## config.mk

```make
export PLATFORM = sky130hd
export DESIGN_NAME = tccs_regs
export DESIGN_NICKNAME = d
export VERILOG_FILES = /design/src/rtl/tccs_pkg.sv /design/src/rtl/tccs_regs.sv
export SDC_FILE = /design/constraint.sdc
export NUM_CORES = 1
export LEC_CHECK = 0
export ABC_AREA = 1
export BUFFER_PORTS_ARGS = -buffer_cell sky130_fd_sc_hd__buf_4
export CAP_MARGIN = 20
export CELL_PAD_IN_SITES_DETAIL_PLACEMENT = 1
export CELL_PAD_IN_SITES_GLOBAL_PLACEMENT = 1
export CORE_ASPECT_RATIO = 1.5
export CORE_MARGIN = 3
export CORE_UTILIZATION = 26
export DETAILED_ROUTE_END_ITERATION = 7
export GPL_TIMING_DRIVEN = 0
export PLACE_DENSITY = 0.89
export RECOVER_POWER = 50
export SETUP_SLACK_MARGIN = 0.3
export SYNTH_ARGS = -nofsm -noshare
export SYNTH_HDL_FRONTEND = slang
export SYNTH_SLANG_ARGS = --single-unit
```

## constraint.sdc

```tcl
create_clock -name clk -period 1.1 [get_ports clk]
set_input_delay 0.165 -clock clk [delete_from_list [all_inputs] [get_ports clk]]
set_output_delay 0.165 -clock clk [all_outputs]
set_load 0.02 [all_outputs]
```

## src/rtl/tccs_pkg.sv

```systemverilog
// Shared constants, register map and configuration type for the text console core.
`default_nettype none
package tccs_pkg;

  localparam int MAX_COLUMNS_DEF = 128;
  localparam int MAX_ROWS_DEF    = 32;

  localparam int CELL_AW = 12;
  localparam int CELL_W  = 16;

  localparam int COLS_W = 8;
  localparam int ROWS_W = 6;
  localparam int ATTR_W = 8;
  localparam int CHAR_W = 8;
  localparam int PROD_W = COLS_W + ROWS_W;

  localparam int OUT_COL_W = 7;
  localparam int OUT_ROW_W = 5;
  localparam int OUT_POS_W = 12;

  localparam int IN_DATA_W  = 24;
  localparam int OUT_DATA_W = 48;

  localparam int CFG_AW = 4;
  localparam int CFG_DW = 32;

  localparam logic [1:0] REG_COLUMNS = 2'd0;
  localparam logic [1:0] REG_ROWS    = 2'd1;
  localparam logic [1:0] REG_ATTR    = 2'd2;

  localparam logic [COLS_W-1:0] COLUMNS_RST = 8'd80;
  localparam logic [ROWS_W-1:0] ROWS_RST    = 6'd25;
  localparam logic [ATTR_W-1:0] ATTR_RST    = 8'd15;

  localparam logic [CHAR_W-1:0] CODE_NONE    = 8'd0;
  localparam logic [CHAR_W-1:0] CODE_NEWLINE = 8'd10;
  localparam logic [CHAR_W-1:0] CODE_RETURN  = 8'd13;

  localparam logic KIND_PUT  = 1'b0;
  localparam logic KIND_READ = 1'b1;

  typedef struct packed {
    logic [COLS_W-1:0] cols;
    logic [ROWS_W-1:0] rows;
    logic [ATTR_W-1:0] attr;
  } cfg_t;

endpackage
`default_nettype wire

```

## src/rtl/tccs_regs.sv

```systemverilog
// Configuration register file with clamped screen geometry.
`default_nettype none
module tccs_regs #(
  parameter int MAX_COLUMNS = tccs_pkg::MAX_COLUMNS_DEF,
  parameter int MAX_ROWS    = tccs_pkg::MAX_ROWS_DEF
) (
  input  wire logic                        clk,
  input  wire logic                        rst_n,
  input  wire logic                        psel,
  input  wire logic                        penable,
  input  wire logic                        pwrite,
  input  wire logic [tccs_pkg::CFG_AW-1:0] paddr,
  input  wire logic [tccs_pkg::CFG_DW-1:0] pwdata,
  output logic      [tccs_pkg::CFG_DW-1:0] prdata,
  output tccs_pkg::cfg_t                   cfg
);

  logic [tccs_pkg::COLS_W-1:0] cols_r;
  logic [tccs_pkg::ROWS_W-1:0] rows_r;
  logic [tccs_pkg::ATTR_W-1:0] attr_r;
  logic                        wr_en;
  logic [1:0]                  reg_idx;

  assign wr_en   = psel && penable && pwrite;
  assign reg_idx = paddr[3:2];

  always_ff @(posedge clk) begin
    if (!rst_n) begin
      cols_r <= tccs_pkg::COLUMNS_RST;
      rows_r <= tccs_pkg::ROWS_RST;
      attr_r <= tccs_pkg::ATTR_RST;
    end else if (wr_en) begin
      unique case (reg_idx)
        tccs_pkg::REG_COLUMNS: cols_r <= pwdata[tccs_pkg::COLS_W-1:0];
        tccs_pkg::REG_ROWS:    rows_r <= pwdata[tccs_pkg::ROWS_W-1:0];
        tccs_pkg::REG_ATTR:    attr_r <= pwdata[tccs_pkg::ATTR_W-1:0];
        default: ;
      endcase
    end
  end

  always_comb begin
    unique case (reg_idx)
      tccs_pkg::REG_COLUMNS: prdata = tccs_pkg::CFG_DW'(cols_r);
      tccs_pkg::REG_ROWS:    prdata = tccs_pkg::CFG_DW'(rows_r);
      tccs_pkg::REG_ATTR:    prdata = tccs_pkg::CFG_DW'(attr_r);
      default:               prdata = '0;
    endcase
  end

  // clamp geometry: zero acts as one, large values saturate at the maximum
  always_comb begin
    if (cols_r == '0) begin
      cfg.cols = tccs_pkg::COLS_W'(1);
    end else if (9'(cols_r) > 9'(MAX_COLUMNS)) begin
      cfg.cols = tccs_pkg::COLS_W'(MAX_COLUMNS);
    end else begin
      cfg.cols = cols_r;
    end
    if (rows_r == '0) begin
      cfg.rows = tccs_pkg::ROWS_W'(1);
    end else if (7'(rows_r) > 7'(MAX_ROWS)) begin
      cfg.rows = tccs_pkg::ROWS_W'(MAX_ROWS);
    end else begin
      cfg.rows = rows_r;
    end
    cfg.attr = attr_r;
  end

endmodule
`default_nettype wire

```

==> key figures, run 1 <==
Synth
  • Post-synth top area share: 32.5%
  • Post-synthesis cell count: 218
  • Top area cells in the synthesized netlist: dfxtp_1 (33%), nand2_1 (16%), buf_4 (14%)
  • Synth warn: 0
  • Mapped cell area: 1350 sq um
  • Post-synthesis register bit count: 22
  • Seq/Total Area, Yosys: 32.5%
  • Synthesized area per cell: 6.21 sq um
  • Count of cell types in the netlist: 17
  • Leading area contributor after synthesis: dfxtp_1

Final layout
  • Design area: 2370 sq um
  • Commonest non-fill, non-tap cell in the layout: buf_4
  • Ant. Diodes: 0
  • Area Growth Syn to Fin: 75.2%
  • Layout cell share with drive strength beyond 1: 50.7%
  • # nets final: 348
  • Non-filler instance count after layout: 372
  • Most frequent cells in the layout: buf_4 (53), nand2_1 (51), buf_6 (31), nor2_1 (29), conb_1 (24)

Floorplanning
  • Die Height: 94.4 um
  • I/O pin cnt: 95
  • Initial Util: 27.5%
  • Row count: 31
  • Die Wd: 64.9 um
  • Core region area: 4930 sq um
  • Die area: 6130 sq um

Place
  • Place WS: -0.107 ns
  • DP Area: 1980 sq um
  • Hpwl dp: 3720 um
  • Total placed cells including tap cells: 351
  • Placer Congestion: 0.874
  • Port bufs: 44

Timing
  • Max Clock Skew: 0 ns
  • Setup violations, final: 22
  • Worst Slack Setup Final: -0.266 ns
  • RSZ-0062 raised after global routing: true
  • Tmin final: 1.37 ns
  • Max-slew violations: 0
  • Period utilisation layout: 124%
  • Relative slew slack: 66.0%
  • Final Hold Fails: 0
  • Max frequency: 0.732 GHz
  • Slew @ Worst Pin: 0.511 ns

Hold path
  • Min-delay worst type: in -> reg
  • Hold Crit Start: pwdata[6]

Drt
  • # DRC: 0
  • DR vias: 1646
  • Routed WL per cell: 14.2 um
  • TritonRoute pass-1 iters: 4
  • Final wirelength: 5270 um
  • Detail Route Antenna Nets: 0
  • DR vias/cell: 4.42
  • Iteration-0 DRC Markers: 44

Global route
  • Vias in the first global route: 1757
  • Total gr overflow: 0
  • First-pass GRT wire length: 8200 um
  • Largest net degree at the start of global routing: 13
  • Aggregate global-route resource usage: 17.3%
  • Antenna violations before repair: 0

Outcome
  • Violated checks: negative setup slack
  • Status: finished, violations left

Setup path
  • R2r startpoint: cols_r[7]$_SDFFE_PN0P_
  • Maximum fanout along the worst path: 3
  • Crit end category: output pin
  • Startpoint Class: register
  • Worst path cell trace: nor2_2 > nand3_2 > a21oi_2 > buf_6
  • Top delay family on crit path: flip-flops
  • Critical Path Max Stage Delay: 0.35 ns
  • Critical path arrival: 1.20 ns
  • WP data required: 0.94 ns
  • Kind of critical path: reg -> out
  • Crit-path slowest cell: dfxtp_2
  • Critical path buffer and inverter count: 1
  • CP Launch Point: rows_r[2]$_SDFFE_PN0P_

Clocking
  • Root buf cell: clkbuf_8
  • Clk_lat worst skew: 0.26 ns
  • CTS Hold Bufs: 0
  • CTS tree: yes
  • Worst-path clk slew: 0.08 ns
  • CTS max path bufs: 2
  • Clock sinks: 22
  • Cts bufs inserted: 3
  • Clock H-tree levels: 1

Pwr
  • Pwr/cell area: 835 nW/um^2
  • P_leak: 1.17 nW
  • Maximum VDD drop: 460 uV

Job
  • Max-cap violations: 0
per-layer routing:
metal / share of wire (%) / global-route usage [%]
met5: 0 / 0
met4: 3.4 / 7.58
met3: 4.9 / 2.38
met2: 57 / 35.4
met1: 34 / 16.5
Yosys cell counts:
| library cell | n |
|---|---|
| nand2_1 | 56 |
| nor2_1 | 41 |
| buf_4 | 26 |
| nand3_1 | 25 |
| inv_1 | 23 |
| dfxtp_1 | 22 |
| o211ai_1 | 6 |
| nor2_2 | 5 |
| clkbuf_1 | 4 |
| inv_2 | 2 |
| o21ai_0 | 2 |
| a21oi_1 | 1 |
| buf_1 | 1 |
| buf_2 | 1 |
| conb_1 | 1 |
| nor2_4 | 1 |
| nor3_1 | 1 |
metrics by stage:
step	utilization, %	total power (W)	hold WS [ns]	TNS (ns)
floorplan	-	0.00118	0.278	0
global placement	40.1	0.00133	0.385	-0.368
detailed placement	40.1	0.00135	0.393	-0.463
CTS	47.1	0.00198	0.118	-2.70
global route	48.2	0.00209	0.118	-4.48
finish	48.2	0.00198	0.120	-2.66
logic make-up (layout without fill, tap and decap cells):
group           Yosys count  in the layout  synth area share, %
flops                    22             22                 32.5
buf+inv                  57            122                 23.1
simple gates            129            129                 39.6
compound gates            9              9                 4.44
other cells               1             24                0.277
worst min-delay path: stages:
cell     delay [ns]
buf_4          0.08
nand2_1        0.05
nand3_1        0.06
final timing paths:
path                            endpoint  slack (ns)  cells past startpoint
setup / recovery                  cfg[8]       -0.27                      4
hold / removal    cols_r[6]$_SDFFE_PN1P_        0.12                      3
setup reg to reg  cols_r[7]$_SDFFE_PN0P_        0.35                      3
hold reg to reg   attr_r[3]$_SDFFE_PN1P_        0.50                      2
flip-flops by register name, summed over array words and instances (netlist names):
signal	count
cols_r	8
rows_r	6
attr_r	8
power breakdown:
part	switching (W)	internal (W)	total (W)	leakage (nW)
logic	0.000324	0.000238	0.000562	0.955
clock network	0.000272	0.000319	0.000591	0.0288
registers	0.0000227	0.000805	0.000827	0.183
area by class of cell:
type	count	area, sq um
well taps	66	82.6
repair buffers	61	568
flip-flops and latches	22	483
multi-input cells	162	836
inverters	25	106
fillers	634	2550
plain buffers	32	241
clock buffers	4	55.1
what timing repair did:
action | 4_1_cts | 5_1_grt
setup endpoints to repair | 39 | 37
pin swaps | 18 | 10
resized for setup | 53 | 22
buffers inserted | 16 | 1
endpoints found under the hold margin | 0 | 0
Note: power is estimated with default switching activity, not from simulation.
==> inputs of run 2 (changes only) <==
Settings changed: PLACE_DENSITY 0.89 to default, PLACE_DENSITY_LB_ADDON from default to 0.1.
==> run 2 against run 1 <==
  * The flow still finishes with violations (negative setup slack)
  * Non-clock buffer count is 4 lower
  * Global-route usage is 1.6 points lower
  * Wire length decreased by 11%
  * Count of clock-buffer cells in the layout down 1
  * Clock skew is the same
  * Critical path depth is 2 higher
  * Critical path type unchanged
==> key figures, run 2 (same netlist as run 1, synthesis figures left out) <==
Job
  • Max-cap violations: 0 (unchanged)

Global route
  • First-pass GRT wire length: 7380 um (-10%)
  • Total gr overflow: 0 (unchanged)
  • Aggregate global-route resource usage: 15.7% (-1.6 points)
  • Largest net degree at the start of global routing: 14 (+1)
  • Vias in the first global route: 1528 (-13%)
  • Antenna violations before repair: 0 (unchanged)

Setup path
  • FF-to-FF setup slack: 0.35 ns (about the same)
  • Critical Path Max Stage Delay: 0.34 ns (about the same)
  • Crit-path slowest cell: dfxtp_2
  • Worst path cell trace: nor2_2 > nand3_2 > nand2_2 > inv_2 > nor2_4 > buf_6
  • Critical path arrival: 1.14 ns (-0.06 ns)
  • Startpoint Class: register
  • Kind of critical path: reg -> out
  • FF-to-FF path depth: 3 (unchanged)
  • Maximum fanout along the worst path: 2 (-1)
  • Top delay family on crit path: simple AND/OR/NAND/NOR gates
  • WP data required: 0.94 ns (about the same)
  • Critical path buffer and inverter count: 2 (+1)
  • R2r startpoint: cols_r[6]$_SDFFE_PN1P_
  • R2r endpoint: cols_r[6]$_SDFFE_PN1P_
  • Crit end category: output pin

Hold path
  • Min-delay worst type: in -> reg
  • Hold endpoint: attr_r[2]$_SDFFE_PN1P_
  • Worst hold path stage count: 3 (unchanged)
  • Hold Crit Start: pwdata[2]

Floorplanning
  • Row count: 31 (unchanged)
  • Initial Util: 27.5% (unchanged)
  • Die Height: 94.4 um (unchanged)
  • Die area: 6130 sq um (unchanged)
  • Core region area: 4930 sq um (unchanged)
  • Die Wd: 64.9 um (unchanged)
  • I/O pin cnt: 95 (unchanged)

Timing
  • Relative slew slack: 64.3% (-1.7 points)
  • Final Hold Fails: 0 (unchanged)
  • Tmin final: 1.31 ns (-0.0568 ns)
  • Max frequency: 0.764 GHz (+4.3%)
  • Slew @ Worst Pin: 0.536 ns (+0.0248 ns)
  • Max-slew violations: 0 (unchanged)
  • Period utilisation layout: 119% (-5.2 points)
  • Setup violations, final: 21 (-4.5%)
  • RSZ-0062 raised after global routing: true
  • Setup TNS: -2.45 ns (+0.211 ns)
  • Worst Slack Setup Final: -0.209 ns (+0.0568 ns)
  • Max Clock Skew: 0 ns (unchanged)

Place
  • Place WS: -0.0995 ns (+0.00803 ns)
  • Port bufs: 44 (unchanged)
  • Placer Congestion: 0.787 (-10%)
  • Hpwl dp: 3560 um (-4.1%)

Pwr
  • P_leak: 1.15 nW (-1.4%)
  • Pwr/cell area: 918 nW/um^2 (+10%)
  • Maximum VDD drop: 451 uV (-2.1%)

Drt
  • # DRC: 0 (unchanged)
  • Final wirelength: 4690 um (-11%)
  • TritonRoute pass-1 iters: 4 (unchanged)
  • DR vias/cell: 4.19 (-5.3%)
  • Iteration-0 DRC Markers: 30 (-32%)
  • Detail Route Antenna Nets: 0 (unchanged)
  • Routed WL per cell: 12.8 um (-9.9%)
  • DR vias: 1542 (-6.3%)

Clocking
  • Worst-path clk slew: 0.09 ns (about the same)
  • Clock sinks: 22 (unchanged)
  • Clock H-tree levels: 1 (unchanged)
  • Root buf cell: clkbuf_8
  • Cts bufs inserted: 3 (unchanged)
  • CTS max path bufs: 2 (unchanged)
  • CTS tree: yes
  • Clk_lat worst skew: 0.27 ns (about the same)

Final layout
  • Most frequent cells in the layout: buf_4 (54), nand2_1 (51), nor2_1 (29), buf_6 (25), conb_1 (24)
  • Ant. Diodes: 0 (unchanged)
  • Commonest non-fill, non-tap cell in the layout: buf_4
  • Layout cell share with drive strength beyond 1: 49.7% (-0.98 points)
  • Top flop regs: attr_r (8), cols_r (8), rows_r (6)
  • Area Growth Syn to Fin: 73.8%
  • # nets final: 344 (-1.1%)

Outcome
  • Violated checks: negative setup slack
  • Status: finished, violations left
## run 2: worst max path at each step
stage | to | start | depth (start not counted) | slack (ns)
6_report | cfg[9] | rows_r[3]$_SDFFE_PN1P_ | 6 | -0.21
3_5_place_dp | prdata[4] | paddr[3] | 6 | -0.1
5_1_grt | cfg[9] | rows_r[3]$_SDFFE_PN1P_ | 6 | -0.29
3_3_place_gp | prdata[4] | paddr[3] | 6 | -0.1
4_1_cts | cfg[9] | rows_r[0]$_SDFFE_PN1P_ | 6 | -0.22
2_1_floorplan | cfg[10] | rows_r[3]$_SDFFE_PN1P_ | 5 | 0.16
## run 2: cell type report
class                   count  area [sq um]
plain buffers              32           253
clock buffers               3          41.3
clock inverters             1          30.0
fillers                   655          2570
inverters                  25           104
multi-input cells         162           832
flip-flops and latches     22           483
well taps                  66          82.6
repair buffers             57           528
## run 2: through the flow
| step | util (%) | total power (W) | instances | instance area (sq um) | hold slack (ns) |
|---|---|---|---|---|---|
| final | 47.8 | 0.00216 | 368 | 2350 | 0.116 |
| after global routing | 47.8 | 0.00225 | 368 | 2350 | 0.113 |
| after CTS | 45.7 | 0.00217 | 362 | 2250 | 0.114 |
| after detailed placement | 40.1 | 0.00135 | 351 | 1980 | 0.400 |
| after global placement | 40.1 | 0.00134 | 351 | 1980 | 0.394 |
| after floorplan | - | 0.00118 | 241 | 1560 | 0.278 |
## run 2: worst register-to-register path, delay by kind of cell (launching register included)
kind / cells / cell delay, ns
flops: 1 / 0.37
simple gates: 2 / 0.11
buf+inv: 1 / 0.13
## run 2: routing by layer
metal  vias to the layer above  wire [um]  global-route usage, %
met4                         0         85                   4.76
met5                         -          0                      0
met2                        45       2580                   31.4
met3                         7        179                  0.952
li1                        787          -                      -
met1                       703       1850                   17.1
## run 2: where the power goes
group | leakage, nW | switching (W) | internal, W
combinational | 0.932 | 0.000311 | 0.000239
sequential | 0.182 | 0.0000203 | 0.000805
clock | 0.0357 | 0.000299 | 0.000487
total | 1.15 | 0.000631 | 0.00153
## run 2: timing repair
action	in CTS	in global routing
pin swaps	11	10
setup buffers	7	6
gates resized for setup	43	26
hold buffers	0	0
setup endpoints to repair	38	52
